===== src/sv/sgrg_pkg.sv =====
// Shared types, constants and glyph table of the scaled glyph row generator.
`timescale 1ns / 1ps
package sgrg_pkg;

	localparam int MAX_SCALE_DEF  = 8;
	localparam int COORD_BITS_DEF = 12;

	localparam int CODE_W    = 8;
	localparam int ORIGIN_W  = 12;
	localparam int ADDR_W    = 24;
	localparam int MASK_W    = 24;
	localparam int COLOR_W   = 24;
	localparam int FW_W      = 13;
	localparam int SCALE_CFG_W = 4;
	localparam int CFG_IDX_W = 2;
	localparam int CFG_DATA_W = 24;

	localparam int GLYPH_ROWS    = 5;
	localparam int GLYPH_COLS    = 3;
	localparam int GLYPH_ADVANCE = 4;
	localparam int GLYPH_BITS    = GLYPH_ROWS * GLYPH_COLS;
	localparam int GLYPH_COUNT   = 95;

	localparam logic [CODE_W-1:0] FIRST_PRINT = 8'd33;
	localparam logic [CODE_W-1:0] LAST_PRINT  = 8'd126;
	localparam logic [CODE_W-1:0] TABLE_BASE  = 8'd32;

	// Configuration register indexes
	localparam logic [CFG_IDX_W-1:0] REG_PIXEL_SCALE = 2'd0;
	localparam logic [CFG_IDX_W-1:0] REG_INK_COLOR   = 2'd1;
	localparam logic [CFG_IDX_W-1:0] REG_FRAME_WIDTH = 2'd2;

	localparam logic [SCALE_CFG_W-1:0] SCALE_RESET = 4'd4;
	localparam logic [COLOR_W-1:0]     COLOR_RESET = 24'hFFFFFF;
	localparam logic [FW_W-1:0]        FW_RESET    = 13'd1024;

	localparam logic [15:0] GLYPH_ROM [0:GLYPH_COUNT-1] = '{
		16'h0000, 16'h2092, 16'h002d, 16'h5f7d, 16'h279e, 16'h52a5, 16'h7ad6, 16'h0012,
		16'h4494, 16'h1491, 16'h017a, 16'h05d0, 16'h1400, 16'h01c0, 16'h0400, 16'h12a4,
		16'h2b6a, 16'h749a, 16'h752a, 16'h38a3, 16'h4f4a, 16'h38cf, 16'h3bce, 16'h12a7,
		16'h3aae, 16'h49ae, 16'h0410, 16'h1410, 16'h4454, 16'h0e38, 16'h1511, 16'h10e3,
		16'h73ee, 16'h5f7a, 16'h3beb, 16'h624e, 16'h3b6b, 16'h73cf, 16'h13cf, 16'h6b4e,
		16'h5bed, 16'h7497, 16'h2b27, 16'h5add, 16'h7249, 16'h5b7d, 16'h5b6b, 16'h3b6e,
		16'h12eb, 16'h4f6b, 16'h5aeb, 16'h388e, 16'h2497, 16'h6b6d, 16'h256d, 16'h5f6d,
		16'h5aad, 16'h24ad, 16'h72a7, 16'h6496, 16'h4889, 16'h3493, 16'h002a, 16'hf000,
		16'h0011, 16'h6b98, 16'h3b79, 16'h7270, 16'h7b74, 16'h6750, 16'h95d6, 16'hb9ee,
		16'h5b59, 16'h6410, 16'hb482, 16'h56e8, 16'h6492, 16'h5be8, 16'h5b58, 16'h3b70,
		16'h976a, 16'hcd6a, 16'h1370, 16'h38f0, 16'h64ba, 16'h3b68, 16'h2568, 16'h5f68,
		16'h54a8, 16'hb9ad, 16'h73b8, 16'h64d6, 16'h2492, 16'h3593, 16'h03e0
	};

	function automatic logic is_printable(logic [CODE_W-1:0] code);
		return (code >= FIRST_PRINT) && (code <= LAST_PRINT);
	endfunction

	// Font dots of a printable code, bit 15 dropped; blank for anything else
	function automatic logic [GLYPH_BITS-1:0] glyph_bits(logic [CODE_W-1:0] code);
		logic [CODE_W-1:0] idx;
		logic [15:0]       word;
		idx  = code - TABLE_BASE;
		word = 16'h0000;
		if (is_printable(code)) begin
			word = GLYPH_ROM[idx[6:0]];
		end
		return word[GLYPH_BITS-1:0];
	endfunction

	typedef struct packed {
		logic accept;   // latch item, load pen on start_string
		logic mul;      // base address = pen_y * frame_width
		logic emit;     // load one row into the output register
		logic adv;      // advance the pen
	} sgrg_cmd_t;

	typedef struct packed {
		logic printable;  // code at the input is a drawn glyph
		logic out_free;   // output register can take a row
		logic last;       // current row is the glyph's final one
	} sgrg_status_t;

endpackage


===== src/sv/sgrg_if.sv =====
// Handshake channels: character items in, glyph rows out.
`timescale 1ns / 1ps
interface sgrg_in_if;
	logic                              valid;
	logic                              ready;
	logic [sgrg_pkg::CODE_W-1:0]       char_code;
	logic                              start_string;
	logic [sgrg_pkg::ORIGIN_W-1:0]     origin_x;
	logic [sgrg_pkg::ORIGIN_W-1:0]     origin_y;

	modport source (output valid, output char_code, output start_string,
		output origin_x, output origin_y, input ready);
	modport sink (input valid, input char_code, input start_string,
		input origin_x, input origin_y, output ready);
endinterface

interface sgrg_row_if;
	logic                              valid;
	logic                              ready;
	logic [sgrg_pkg::ADDR_W-1:0]       row_address;
	logic [sgrg_pkg::MASK_W-1:0]       row_mask;
	logic [sgrg_pkg::COLOR_W-1:0]      row_color;
	logic                              last_row;

	modport source (output valid, output row_address, output row_mask,
		output row_color, output last_row, input ready);
	modport sink (input valid, input row_address, input row_mask,
		input row_color, input last_row, output ready);
endinterface


===== src/sv/scaled_glyph_row_generator_top.sv =====
// Top level of the scaled glyph row generator.
`timescale 1ns / 1ps
// Draws one character of a 3x5 dot font per input item as a run of framebuffer rows.
// A printable code (33..126) produces 5*scale rows, one per cycle while the output
// is taken; each row carries its frame address, a pixel mask with every dot widened
// to scale pixels, the ink color, and last_row on the final one. An item is handled
// in order: accept and look up the font, the pen_y * frame_width multiply that
// seeds the address, the rows through the output register, and the pen advance by
// 4*scale (saturating). Other codes only move the pen. Output stalls stretch the
// row phase. A finished row waits in the output register while the next item is
// taken. Configuration is written through cfg_write_en/cfg_index/cfg_data; the user
// must write it only while idle, as the block itself does not enforce this.
module scaled_glyph_row_generator_top #(
	parameter int MAX_SCALE  = sgrg_pkg::MAX_SCALE_DEF,
	parameter int COORD_BITS = sgrg_pkg::COORD_BITS_DEF
) (
	input  logic                               clk,
	input  logic                               arst_n,
	input  logic                               cfg_write_en,
	input  logic [sgrg_pkg::CFG_IDX_W-1:0]     cfg_index,
	input  logic [sgrg_pkg::CFG_DATA_W-1:0]    cfg_data,
	sgrg_in_if.sink                            in_ch,
	sgrg_row_if.source                         out_ch
);

	sgrg_pkg::sgrg_cmd_t    cmd;
	sgrg_pkg::sgrg_status_t status;

	sgrg_ctrl u_ctrl (
		.clk      (clk),
		.arst_n   (arst_n),
		.in_valid (in_ch.valid),
		.in_ready (in_ch.ready),
		.status   (status),
		.cmd      (cmd)
	);

	sgrg_datapath #(
		.MAX_SCALE  (MAX_SCALE),
		.COORD_BITS (COORD_BITS)
	) u_datapath (
		.clk          (clk),
		.arst_n       (arst_n),
		.cfg_write_en (cfg_write_en),
		.cfg_index    (cfg_index),
		.cfg_data     (cfg_data),
		.char_code    (in_ch.char_code),
		.start_string (in_ch.start_string),
		.origin_x     (in_ch.origin_x),
		.origin_y     (in_ch.origin_y),
		.cmd          (cmd),
		.status       (status),
		.out_ready    (out_ch.ready),
		.out_valid    (out_ch.valid),
		.row_address  (out_ch.row_address),
		.row_mask     (out_ch.row_mask),
		.row_color    (out_ch.row_color),
		.last_row     (out_ch.last_row)
	);

`ifndef SYNTHESIS
	// A row never overwrites one that is still waiting
	a_no_overwrite: assert property (@(posedge clk) disable iff (!arst_n)
		cmd.emit |-> (!out_ch.valid || out_ch.ready))
		else $error("row loaded over a stalled row");

	// One item in flight: taking an item closes the input
	a_one_item: assert property (@(posedge clk) disable iff (!arst_n)
		(in_ch.valid && in_ch.ready) |=> !in_ch.ready)
		else $error("second item accepted while one is in work");

	// After the final row the glyph is done: no further row, pen update next
	a_last_ends: assert property (@(posedge clk) disable iff (!arst_n)
		(cmd.emit && status.last) |=> (cmd.adv && !cmd.emit && !in_ch.ready))
		else $error("rows continue past the last row");
`endif

endmodule


===== src/sv/sgrg_ctrl.sv =====
// Controller: sequences accept, base multiply, row emission and pen advance.
`timescale 1ns / 1ps
module sgrg_ctrl (
	input  logic                   clk,
	input  logic                   arst_n,
	input  logic                   in_valid,
	output logic                   in_ready,
	input  sgrg_pkg::sgrg_status_t status,
	output sgrg_pkg::sgrg_cmd_t    cmd
);

	typedef enum logic [3:0] {
		S_IDLE = 4'b0001,
		S_MUL  = 4'b0010,
		S_ROW  = 4'b0100,
		S_ADV  = 4'b1000
	} state_t;

	state_t state_q, state_d;

	assign in_ready = (state_q == S_IDLE);

	always_comb begin
		cmd        = '0;
		cmd.accept = (state_q == S_IDLE) && in_valid;
		cmd.mul    = (state_q == S_MUL);
		cmd.emit   = (state_q == S_ROW) && status.out_free;
		cmd.adv    = (state_q == S_ADV);
	end

	always_comb begin
		state_d = state_q;
		unique case (state_q)
			S_IDLE: begin
				if (in_valid) begin
					state_d = status.printable ? S_MUL : S_ADV;
				end
			end
			S_MUL: state_d = S_ROW;
			S_ROW: begin
				if (status.out_free && status.last) begin
					state_d = S_ADV;
				end
			end
			S_ADV: state_d = S_IDLE;
			default: state_d = S_IDLE;
		endcase
	end

	always_ff @(posedge clk or negedge arst_n) begin
		if (!arst_n) begin
			state_q <= S_IDLE;
		end else begin
			state_q <= state_d;
		end
	end

endmodule


===== src/sv/sgrg_datapath.sv =====
// Datapath: config registers, pen, font lookup, row address and mask, output register.
`timescale 1ns / 1ps
module sgrg_datapath #(
	parameter int MAX_SCALE  = sgrg_pkg::MAX_SCALE_DEF,
	parameter int COORD_BITS = sgrg_pkg::COORD_BITS_DEF
) (
	input  logic                                clk,
	input  logic                                arst_n,
	input  logic                                cfg_write_en,
	input  logic [sgrg_pkg::CFG_IDX_W-1:0]      cfg_index,
	input  logic [sgrg_pkg::CFG_DATA_W-1:0]     cfg_data,
	input  logic [sgrg_pkg::CODE_W-1:0]         char_code,
	input  logic                                start_string,
	input  logic [sgrg_pkg::ORIGIN_W-1:0]       origin_x,
	input  logic [sgrg_pkg::ORIGIN_W-1:0]       origin_y,
	input  sgrg_pkg::sgrg_cmd_t                 cmd,
	output sgrg_pkg::sgrg_status_t              status,
	input  logic                                out_ready,
	output logic                                out_valid,
	output logic [sgrg_pkg::ADDR_W-1:0]         row_address,
	output logic [sgrg_pkg::MASK_W-1:0]         row_mask,
	output logic [sgrg_pkg::COLOR_W-1:0]        row_color,
	output logic                                last_row
);

	localparam int SCALE_W = $clog2(MAX_SCALE + 1);
	localparam int PROD_W  = COORD_BITS + sgrg_pkg::FW_W;
	localparam int ADDR_W  = sgrg_pkg::ADDR_W;
	localparam logic [COORD_BITS-1:0] COORD_MAX = {COORD_BITS{1'b1}};

	// Configuration
	logic [sgrg_pkg::SCALE_CFG_W-1:0] scale_cfg_q;
	logic [sgrg_pkg::COLOR_W-1:0]     color_q;
	logic [sgrg_pkg::FW_W-1:0]        fw_q;

	// Per-item state
	logic [COORD_BITS-1:0]            pen_x_q, pen_y_q;
	logic [SCALE_W-1:0]               sc_q;
	logic [sgrg_pkg::GLYPH_BITS-1:0]  bits_q;
	logic [ADDR_W-1:0]                addr_q;
	logic [2:0]                       dy_q;
	logic [SCALE_W-1:0]               sub_q;

	// Output register
	logic                             out_valid_q;
	logic [ADDR_W-1:0]                out_addr_q;
	logic [sgrg_pkg::MASK_W-1:0]      out_mask_q;
	logic [sgrg_pkg::COLOR_W-1:0]     out_color_q;
	logic                             out_last_q;

	logic [SCALE_W-1:0]               eff_scale;
	logic [PROD_W-1:0]                prod;
	logic [2:0]                       dots;
	logic [4:0]                       b1, b2, b3;
	logic [sgrg_pkg::MASK_W-1:0]      mask_row;
	logic                             sub_end;
	logic [COORD_BITS:0]              next_x;

	always_comb begin
		if (scale_cfg_q == '0) begin
			eff_scale = SCALE_W'(1);
		end else if (scale_cfg_q > sgrg_pkg::SCALE_CFG_W'(MAX_SCALE)) begin
			eff_scale = SCALE_W'(MAX_SCALE);
		end else begin
			eff_scale = SCALE_W'(scale_cfg_q);
		end
	end

	assign prod = PROD_W'(pen_y_q) * PROD_W'(fw_q);

	assign dots = bits_q[4'(dy_q) * 4'd3 +: 3];

	// Column dx of the glyph covers mask bits [dx*sc, (dx+1)*sc)
	assign b1 = 5'(sc_q);
	assign b2 = 5'(sc_q) + 5'(sc_q);
	assign b3 = b2 + 5'(sc_q);

	always_comb begin
		for (int k = 0; k < sgrg_pkg::MASK_W; k++) begin
			mask_row[k] = (dots[0] && (5'(k) < b1))
				|| (dots[1] && (5'(k) >= b1) && (5'(k) < b2))
				|| (dots[2] && (5'(k) >= b2) && (5'(k) < b3));
		end
	end

	assign sub_end = (sub_q == sc_q - SCALE_W'(1));

	assign next_x = {1'b0, pen_x_q}
		+ (COORD_BITS + 1)'({sc_q, 2'b00});

	assign status.printable = sgrg_pkg::is_printable(char_code);
	assign status.out_free  = !out_valid_q || out_ready;
	assign status.last      = (dy_q == 3'(sgrg_pkg::GLYPH_ROWS - 1)) && sub_end;

	always_ff @(posedge clk or negedge arst_n) begin
		if (!arst_n) begin
			scale_cfg_q <= sgrg_pkg::SCALE_RESET;
			color_q     <= sgrg_pkg::COLOR_RESET;
			fw_q        <= sgrg_pkg::FW_RESET;
		end else if (cfg_write_en) begin
			case (cfg_index)
				sgrg_pkg::REG_PIXEL_SCALE: scale_cfg_q <= cfg_data[sgrg_pkg::SCALE_CFG_W-1:0];
				sgrg_pkg::REG_INK_COLOR:   color_q     <= cfg_data[sgrg_pkg::COLOR_W-1:0];
				sgrg_pkg::REG_FRAME_WIDTH: fw_q        <= cfg_data[sgrg_pkg::FW_W-1:0];
				default: ;
			endcase
		end
	end

	always_ff @(posedge clk or negedge arst_n) begin
		if (!arst_n) begin
			pen_x_q <= '0;
			pen_y_q <= '0;
			dy_q    <= '0;
			sub_q   <= '0;
		end else begin
			if (cmd.accept) begin
				if (start_string) begin
					pen_x_q <= origin_x[COORD_BITS-1:0];
					pen_y_q <= origin_y[COORD_BITS-1:0];
				end
				dy_q  <= '0;
				sub_q <= '0;
			end
			if (cmd.emit) begin
				if (sub_end) begin
					sub_q <= '0;
					dy_q  <= dy_q + 3'd1;
				end else begin
					sub_q <= sub_q + SCALE_W'(1);
				end
			end
			if (cmd.adv) begin
				pen_x_q <= next_x[COORD_BITS] ? COORD_MAX : next_x[COORD_BITS-1:0];
			end
		end
	end

	always_ff @(posedge clk) begin
		if (cmd.accept) begin
			sc_q   <= eff_scale;
			bits_q <= sgrg_pkg::glyph_bits(char_code);
		end
		if (cmd.mul) begin
			addr_q <= ADDR_W'(prod);
		end else if (cmd.emit) begin
			addr_q <= addr_q + ADDR_W'(fw_q);
		end
		if (cmd.emit) begin
			out_addr_q  <= addr_q + ADDR_W'(pen_x_q);
			out_mask_q  <= mask_row;
			out_color_q <= color_q;
			out_last_q  <= status.last;
		end
	end

	always_ff @(posedge clk or negedge arst_n) begin
		if (!arst_n) begin
			out_valid_q <= 1'b0;
		end else if (cmd.emit) begin
			out_valid_q <= 1'b1;
		end else if (out_ready) begin
			out_valid_q <= 1'b0;
		end
	end

	assign out_valid   = out_valid_q;
	assign row_address = out_addr_q;
	assign row_mask    = out_mask_q;
	assign row_color   = out_color_q;
	assign last_row    = out_last_q;

endmodule


===== src/flat_wrapper.sv =====
// flat-port wrapper written by rule: the top's interface ports become plain ports
module scaled_glyph_row_generator_top_flat 
#(
	parameter int MAX_SCALE  = sgrg_pkg::MAX_SCALE_DEF,
	parameter int COORD_BITS = sgrg_pkg::COORD_BITS_DEF
)
  (clk, arst_n, cfg_write_en, cfg_index, cfg_data, in_ch_valid, in_ch_char_code, in_ch_start_string, in_ch_origin_x, in_ch_origin_y, in_ch_ready, out_ch_valid, out_ch_row_address, out_ch_row_mask, out_ch_row_color, out_ch_last_row, out_ch_ready);
  sgrg_in_if in_ch_i ();
  sgrg_row_if out_ch_i ();
  input  logic clk;
  input  logic arst_n;
  input  logic cfg_write_en;
  input  logic [sgrg_pkg::CFG_IDX_W-1:0] cfg_index;
  input  logic [sgrg_pkg::CFG_DATA_W-1:0] cfg_data;
  input wire logic [$bits(in_ch_i.valid)-1:0] in_ch_valid;
  input wire logic [$bits(in_ch_i.char_code)-1:0] in_ch_char_code;
  input wire logic [$bits(in_ch_i.start_string)-1:0] in_ch_start_string;
  input wire logic [$bits(in_ch_i.origin_x)-1:0] in_ch_origin_x;
  input wire logic [$bits(in_ch_i.origin_y)-1:0] in_ch_origin_y;
  output wire logic [$bits(in_ch_i.ready)-1:0] in_ch_ready;
  output wire logic [$bits(out_ch_i.valid)-1:0] out_ch_valid;
  output wire logic [$bits(out_ch_i.row_address)-1:0] out_ch_row_address;
  output wire logic [$bits(out_ch_i.row_mask)-1:0] out_ch_row_mask;
  output wire logic [$bits(out_ch_i.row_color)-1:0] out_ch_row_color;
  output wire logic [$bits(out_ch_i.last_row)-1:0] out_ch_last_row;
  input wire logic [$bits(out_ch_i.ready)-1:0] out_ch_ready;
  assign in_ch_i.valid = in_ch_valid;
  assign in_ch_i.char_code = in_ch_char_code;
  assign in_ch_i.start_string = in_ch_start_string;
  assign in_ch_i.origin_x = in_ch_origin_x;
  assign in_ch_i.origin_y = in_ch_origin_y;
  assign in_ch_ready = in_ch_i.ready;
  assign out_ch_valid = out_ch_i.valid;
  assign out_ch_row_address = out_ch_i.row_address;
  assign out_ch_row_mask = out_ch_i.row_mask;
  assign out_ch_row_color = out_ch_i.row_color;
  assign out_ch_last_row = out_ch_i.last_row;
  assign out_ch_i.ready = out_ch_ready;
  scaled_glyph_row_generator_top #(.MAX_SCALE(MAX_SCALE), .COORD_BITS(COORD_BITS)) u_core (.clk(clk), .arst_n(arst_n), .cfg_write_en(cfg_write_en), .cfg_index(cfg_index), .cfg_data(cfg_data), .in_ch(in_ch_i), .out_ch(out_ch_i));
endmodule

===== config.mk =====
export PLATFORM = sky130hd
export DESIGN_NAME = scaled_glyph_row_generator_top_flat
export DESIGN_NICKNAME = d
export VERILOG_FILES = /design/src/sv/sgrg_pkg.sv /design/src/sv/sgrg_if.sv /design/src/sv/scaled_glyph_row_generator_top.sv /design/src/sv/sgrg_ctrl.sv /design/src/sv/sgrg_datapath.sv /design/src/flat_wrapper.sv
export SDC_FILE = /design/constraint.sdc
export NUM_CORES = 1
export LEC_CHECK = 0
export ABC_AREA = 1
export BUFFER_PORTS_ARGS = -buffer_cell sky130_fd_sc_hd__buf_4
export CORE_AREA = 2 2 234 259
export DETAILED_ROUTE_END_ITERATION = 16
export DIE_AREA = 0 0 236 261
export PLACE_DENSITY = 0.51
export SKIP_LAST_GASP = 1
export SLEW_MARGIN = 20
export SYNTH_ARGS = -nofsm -noshare
export SYNTH_HDL_FRONTEND = slang
export SYNTH_SLANG_ARGS = --single-unit

===== constraint.sdc =====
create_clock -name clk -period 12.9 [get_ports clk]
set_input_delay 0 -clock clk [delete_from_list [all_inputs] [get_ports clk]]
set_output_delay 0 -clock clk [all_outputs]
set_load 0.01 [all_outputs]

## Word level (Yosys, flattened, before mapping)

Memories as Yosys holds them, arrays and structs flattened. A register that Yosys moved wholly into a read port is not among the register bits.
Index checks and enable logic that the tools add are counted.

- Reduce and logical (&&, ||, !) cells: 190
- Mux-type cells: 19
- Div/mod/pow operators: 0
- Bitwise operators: 1
- Shift-type cells: 1
- $add $sub $neg: 9
- Equality and inequality tests: 10
- $lt $le $gt $ge: 123
- Multipliers: 2

Operator list:

| kind | number |
|---|---|
| logical AND 1 bit | 125 |
| less-than comparator 4 x 5 -> 1 bit (first input constant) | 16 |
| less-than comparator 5 bit (first input constant) | 16 |
| logical OR 1 bit | 49 |
| two-way mux 12 bit | 4 |
| two-way mux 24 bit | 2 |
| greater-or-equal comparator 4 x 5 -> 1 bit (first input constant) | 8 |
| greater-or-equal comparator 5 x 4 -> 1 bit (first input constant) | 8 |
| greater-or-equal comparator 5 bit (first input constant) | 8 |
| less-than comparator 3 x 5 -> 1 bit (first input constant) | 8 |
| less-than comparator 5 x 4 -> 1 bit (first input constant) | 8 |
| greater-or-equal comparator 4 bit (first input constant) | 8 |
| less-than comparator 4 bit (first input constant) | 8 |
| two-way mux 4 bit | 7 |
| adder 24 x 12 -> 24 bit | 1 |
| adder 24 x 13 -> 24 bit | 1 |
| multiplier 12 x 13 -> 24 bit | 1 |
| greater-or-equal comparator 3 x 5 -> 1 bit (first input constant) | 4 |
| less-than comparator 1 x 5 -> 1 bit (first input constant) | 4 |
| less-than comparator 2 x 5 -> 1 bit (first input constant) | 4 |
| greater-or-equal comparator 3 x 4 -> 1 bit (first input constant) | 4 |
| less-than comparator 3 x 4 -> 1 bit (first input constant) | 4 |
| variable part select 15 x 5 -> 3 bit | 1 |
| adder 12 x 6 -> 13 bit | 1 |
| other kinds (36) | 55 |

- Memories: 1
- Memory bits (read-only): 2048
- Word-level logic and storage cells: 372
- Bits in latches: 0
- Input bits: 64
- Register bits: 178
- Output and inout port bits: 75
- RAM bits: 0

Memory list:

| memory | depth | bits a word | rd ports | clocked after memory_dff | wr ports | RTL line | text |
|---|---|---|---|---|---|---|---|
| (name not given) | 128 | 16 | 1 | 1 | 0 | sgrg_pkg.sv:63 | `word = GLYPH_ROM[idx[6:0]];` |

## Longest topological paths before layout

- Depth in word-level cells: 6
- Gate-level depth with buffers: 24
- Depth with buffers taken out: 23

## Cells and area by module

Synthesis repeated with hierarchy kept, for this count alone.

- Cell total of the unflattened synthesis: 2468
- Area, all modules: 18293.8 um^2

By module, submodules not included:

| module | sequential area each (um^2) | area each (um^2) | cells an instance | instances |
|---|---|---|---|---|
| sgrg_datapath | 5342.6 | 18054.8 | 2434 | 1 |
| sgrg_ctrl | 101.3 | 239.0 | 34 | 1 |

## Worst setup path after synthesis

Ideal clock, no wire load.

- Kind: reg2reg
- From: reg u_core.u_datapath.fw_q[10] (netlist bit)
- To: reg u_core.u_datapath.addr_q[20], data pin
- Data arrival time: 4692 ps
- Data required time: 12647 ps
- Setup time: 253 ps
- Stages on the path, launching flop included: 21
- Period minus slack after synthesis: 4945 ps
- Slack: 7955 ps
- Buffers on the path: 1
- Cells stage by stage: dfstp_2 clkbuf_1 nand2_1 fa_1 inv_1 fa_1 inv_1 fa_1 inv_1 fa_1 inv_1 fa_1 inv_1 ha_1 a21o_1 nor2_1 nor2_1 nor2_1 nand3_1 nand3_1 nand2_1

- Longest elaborated chain between the ends: 3
- Elaborated cells between the ends (all ways): 4
- Those cells by class: 1 x add/sub; 1 x mul; 2 x mux

Ends and longest elaborated chain:

| element | RTL line | text |
|---|---|---|
| from (decl) | sgrg_datapath.sv:34 | `logic [sgrg_pkg::FW_W-1:0] fw_q;` |
| from (signal assigned) | sgrg_datapath.sv:99 | `fw_q <= sgrg_pkg::FW_RESET;` |
| from (signal assigned) | sgrg_datapath.sv:104 | `sgrg_pkg::REG_FRAME_WIDTH: fw_q <= cfg_data[sgrg_pkg::FW_W-1:0];` |
| branches (longest 2 deep; another with multiplier 12 x 13 -> 24 bit) | -- |  |
| two-way mux 24 bit * | sgrg_datapath.sv:144 | `if (cmd.mul) begin` |
| to (signal assigned) | sgrg_datapath.sv:145 | `addr_q <= ADDR_W'(prod);` |
| to (signal assigned) | sgrg_datapath.sv:147 | `addr_q <= addr_q + ADDR_W'(fw_q);` |
| to (decl) | sgrg_datapath.sv:40 | `logic [ADDR_W-1:0] addr_q;` |

Mark *: on every way between the ends. The select of a mux whose other input is x is not followed.
A chain may end at the register's enable or synchronous reset.

## Worst setup path in the final report

- From: reg u_core.u_datapath.fw_q[4] (netlist bit)
- To: reg u_core.u_datapath.addr_q[14], data pin

Same word-level chain as after synthesis.

==> flow_summary_export.csv <==
group,metric,value,unit
clocking,cts_num_sinks,193,
sta,final_max_slew_viol_count,0,
floorplanning,floorplan.die_area,61600,um2
floorplanning,floorplan.io_pins,139,
route,vias_per_cell,4.887,
logic_synthesis,synth_ff_type,"edfxtp_1",
logic_synthesis,synthesis.area,18150,um2
floorplanning,rows,94,
route,drt-total-wl,56880,um
outcome,run_status,"finished, final reports clean",
clocking,cts_setup_buffers,0,
floorplanning,floorplan.die.width,236,um
setup_path,critical_path_fanouts_max,14,
sta,clock.fmax,191.4,MHz
clocking,ctsLongestPathBuffers,2,
global_route,grt_usage,18.82,%
logic_synthesis,synthArstFlopShare,39.90,%
sta,finalCritPeriodShare,40.51,%
global_route,first_pass_grt_wire_length,90880,um
clocking,post_cts.resized_instances,0,
logic_synthesis,number_of_instances_in_the_synthesized_netlist,2472,
logic_synthesis,post_synthesis_sequential_area_ratio,29.99,%
global_route,gr-total-overflow,0,
power,totalPowerFinal,4.770,mW
min_path,min_path_type,"input port to flop",
cells_and_area,area_growth_syn_to_layout,15.76,%
route,wire_per_inst,16.73,um
sta,timing.slew.headroom,35.02,%
power,power.combinational.fraction,68.2,%
sta,report.final.hold_viol_count,0,
route,drt_iter0_markers,1270,
cells_and_area,drive_gt1_share,9.053,%
route,firstDrtPassIters,6,
clocking,clock_h_tree_levels,4,
clocking,cts_buffers,17,
logic_synthesis,yosys_register_bits,193,
sta,fin_tns_setup,0,ps
clocking,cts-root-buf,"clkbuf_16",
route,routed-via-count,16610,
logic_synthesis,synth.yosys.warnings,0,
clocking,holdBufCountCts,57,
logic_synthesis,syn_nets,2770,
placed_design,gp_congestion,0.9614,
sta,worst_slew_pin_slew,973.6,ps
floorplanning,fp.coreArea,59160,um2
placed_design,place.detailed.hpwl,44480,um
placed_design,place_inst,3307,
setup_path,endpoint_kind,"flop",
setup_path,required,13130,ps
setup_path,start_kind,"flop",
cells_and_area,fin_nets,2914,
power,net_switching_power_figure,2.545,mW
setup_path,worst_ep_arrival_time,5460,ps
power,power.static_leakage,10.60,nW
clocking,cts_tree,"built",
floorplanning,fp.dieH,261,um
logic_synthesis,ys_types,51,
cells_and_area,finalCoreUtilization,35.52,%
sta,report.final.setup_viol,0,
global_route,grt_pass1_vias,16500,
sta,fin_worst_skew,16.32,ps
job,maxCapViolCount,0,
cells_and_area,num-fill-cells,6270,
sta,period_needed,5226,ps
cells_and_area,fin_area,21020,um2
global_route,grt_antenna_before_repair,2,
global_route,grt_max_degree,76,
placed_design,postPlaceCellArea,19860,um2
clocking,clock_latency,490,ps
route,detail_route.drc_violations,0,
floorplanning,floorplan.initialDensity,30.69,%
sta,final.setup.worst_slack,7674,ps
power,power_density,227.0,nW/um2
logic_synthesis,synthesis.area_per_instance,7.344,um2
logic_synthesis,synth_edf_count,116,
sta,grt_setup_unrepaired,"no",
placed_design,placement.io_buffers,138,
cells_and_area,fin_cells,3399,
power,internal_power,2.225,mW
route,detail-route-antenna-nets,0,
power,share_seq_of_total_power,20.8,%
power,sw_frac_of_total,53.36,%
sta,fin_hold_ws,40.70,ps
setup_path,timing.setup.critical_path_class,"flop to flop",
power,power.ir.vdd_worst,0.2066,mV
power,clockPowerShare,11.0,%
placed_design,detailedPlace.worstSlack,7704,ps
clocking,clkSlewWorstSetupHoldPaths,70,ps
-- power groups by stage --
stage | sequential, mW | combinational, mW | clock, mW
global placement | 0.997 | 3.24 | 0
CTS | 0.991 | 3.28 | 0.545
finish | 0.992 | 3.25 | 0.524
global route | 1.01 | 3.82 | 0.562
floorplan | 0.877 | 2.53 | 0
detailed placement | 1.00 | 3.23 | 0
-- area by class of cell --
class	instances	area, um2	share of cell area (%)
antenna	2	5.005	0.02382
clock buffer	21	450.4	2.143
clock inverter	11	108.9	0.5180
inverter	428	1609	7.657
multi-input combinational	1774	10770	51.23
sequential	193	5444	25.90
tap	768	960.9	4.573
timing repair buffer	202	1672	7.954
-- state kept, by name, summed over array words and instances (netlist names) --
name,cells
u_core.u_datapath.addr_q,24
u_core.u_datapath.color_q,24
u_core.u_datapath.row_address,24
u_core.u_datapath.row_color,24
u_core.u_datapath.row_mask,24
u_core.u_datapath.bits_q,15
u_core.u_datapath.fw_q,13
u_core.u_datapath.pen_x_q,12
u_core.u_datapath.pen_y_q,12
u_core.u_ctrl.state_q,4
u_core.u_datapath.sc_q,4
u_core.u_datapath.scale_cfg_q,4
u_core.u_datapath.sub_q,4
u_core.u_datapath.dy_q,3
u_core.u_datapath.last_row,1
u_core.u_datapath.out_valid,1
-- routing by layer --
layer | wire length, um | GRT usage, % | part of all wire (%) | vias to the layer above
li1 | - | - | - | 8100
met1 | 25540 | 24.91 | 45 | 7918
met2 | 26690 | 31.06 | 47 | 506
met3 | 3114 | 2.962 | 5.5 | 87
met4 | 1531 | 7.201 | 2.7 | 0
met5 | 0 | 0 | 0 | -
-- synth_stat cells (8+ instances only) --
library cell  count  area share, %
edfxtp_1        116             19
dfstp_2          27            3.9
nand2_1         785             16
clkbuf_1         48           0.99
ha_1            120            8.3
o21ai_0         140            3.9
nand4_1          20           0.69
nor2_1          146            3.0
buf_2            20           0.55
mux2_2           11           0.68
xnor2_1          12           0.58
nand3_1         189            5.2
a21oi_1         115            3.2
xor2_1           23            1.1
o211ai_1         14           0.58
dfrtp_1          50            6.9
o22ai_1           8           0.28
inv_1           421            8.7
nand3b_1         13           0.54
nor3_1           10           0.28
fa_1            114             13
o21ai_1           8           0.22
-- kinds of logic after synthesis --
family	after synthesis	share of synthesized area, %
fa+ha+maj	234	20.84
buf+inv	505	10.78
xor+xnor	35	1.689
compound gates	307	9.008
flops	193	29.99
mux	11	0.6823
simple gates	1187	27.01
-- worst max-delay path, stage by stage (launching register included) --
cell	delay, ps
dfrtp_1	730
nand2_1	160
fa_1	560
inv_1	50
fa_1	480
fa_1	530
fa_1	540
inv_1	50
fa_1	530
inv_1	40
ha_1	340
nand2_1	160
inv_1	50
a21oi_1	140
nand3_1	170
o21ai_0	300
o21ai_0	130
-- final timing paths --
check | start | end | slack (ps) | depth (start not counted)
min in group asynchronous | arst_n | u_core.u_datapath.color_q[18]$_DFFE_PN1P_ | 110 | 2
setup / recovery | u_core.u_datapath.fw_q[4]$_DFFE_PN0P_ | u_core.u_datapath.addr_q[14]$_DFFE_PP_ | 7670 | 16
hold reg to reg | u_core.u_datapath.color_q[8]$_DFFE_PN1P_ | u_core.u_datapath.color_q[8]$_DFFE_PN1P_ | 490 | 2
max in group asynchronous | arst_n | u_core.u_datapath.pen_y_q[2]$_DFFE_PN0P_ | 11800 | 3
setup reg to reg | u_core.u_datapath.fw_q[4]$_DFFE_PN0P_ | u_core.u_datapath.addr_q[14]$_DFFE_PP_ | 7670 | 16
hold / removal | in_ch_start_string | u_core.u_datapath.pen_y_q[7]$_DFFE_PN0P_ | 40 | 5
-- placed cells by master, fill, tap and decap left out, drive strengths merged, types with 12 or more instances in the layout --
| cell | count |
|---|---|
| nand2 | 789 |
| inv | 426 |
| nand3 | 189 |
| nor2 | 149 |
| o21ai | 149 |
| buf | 145 |
| ha | 120 |
| edfxtp | 116 |
| a21oi | 115 |
| fa | 114 |
| dlygate4sd3 | 57 |
| dfrtp | 50 |
| dfstp | 27 |
| xor2 | 23 |
| clkbuf | 21 |
| nand4 | 20 |
| o211ai | 14 |
| nand3b | 13 |
| xnor2 | 12 |
No activity file was read; power rests on OpenSTA's default activity.
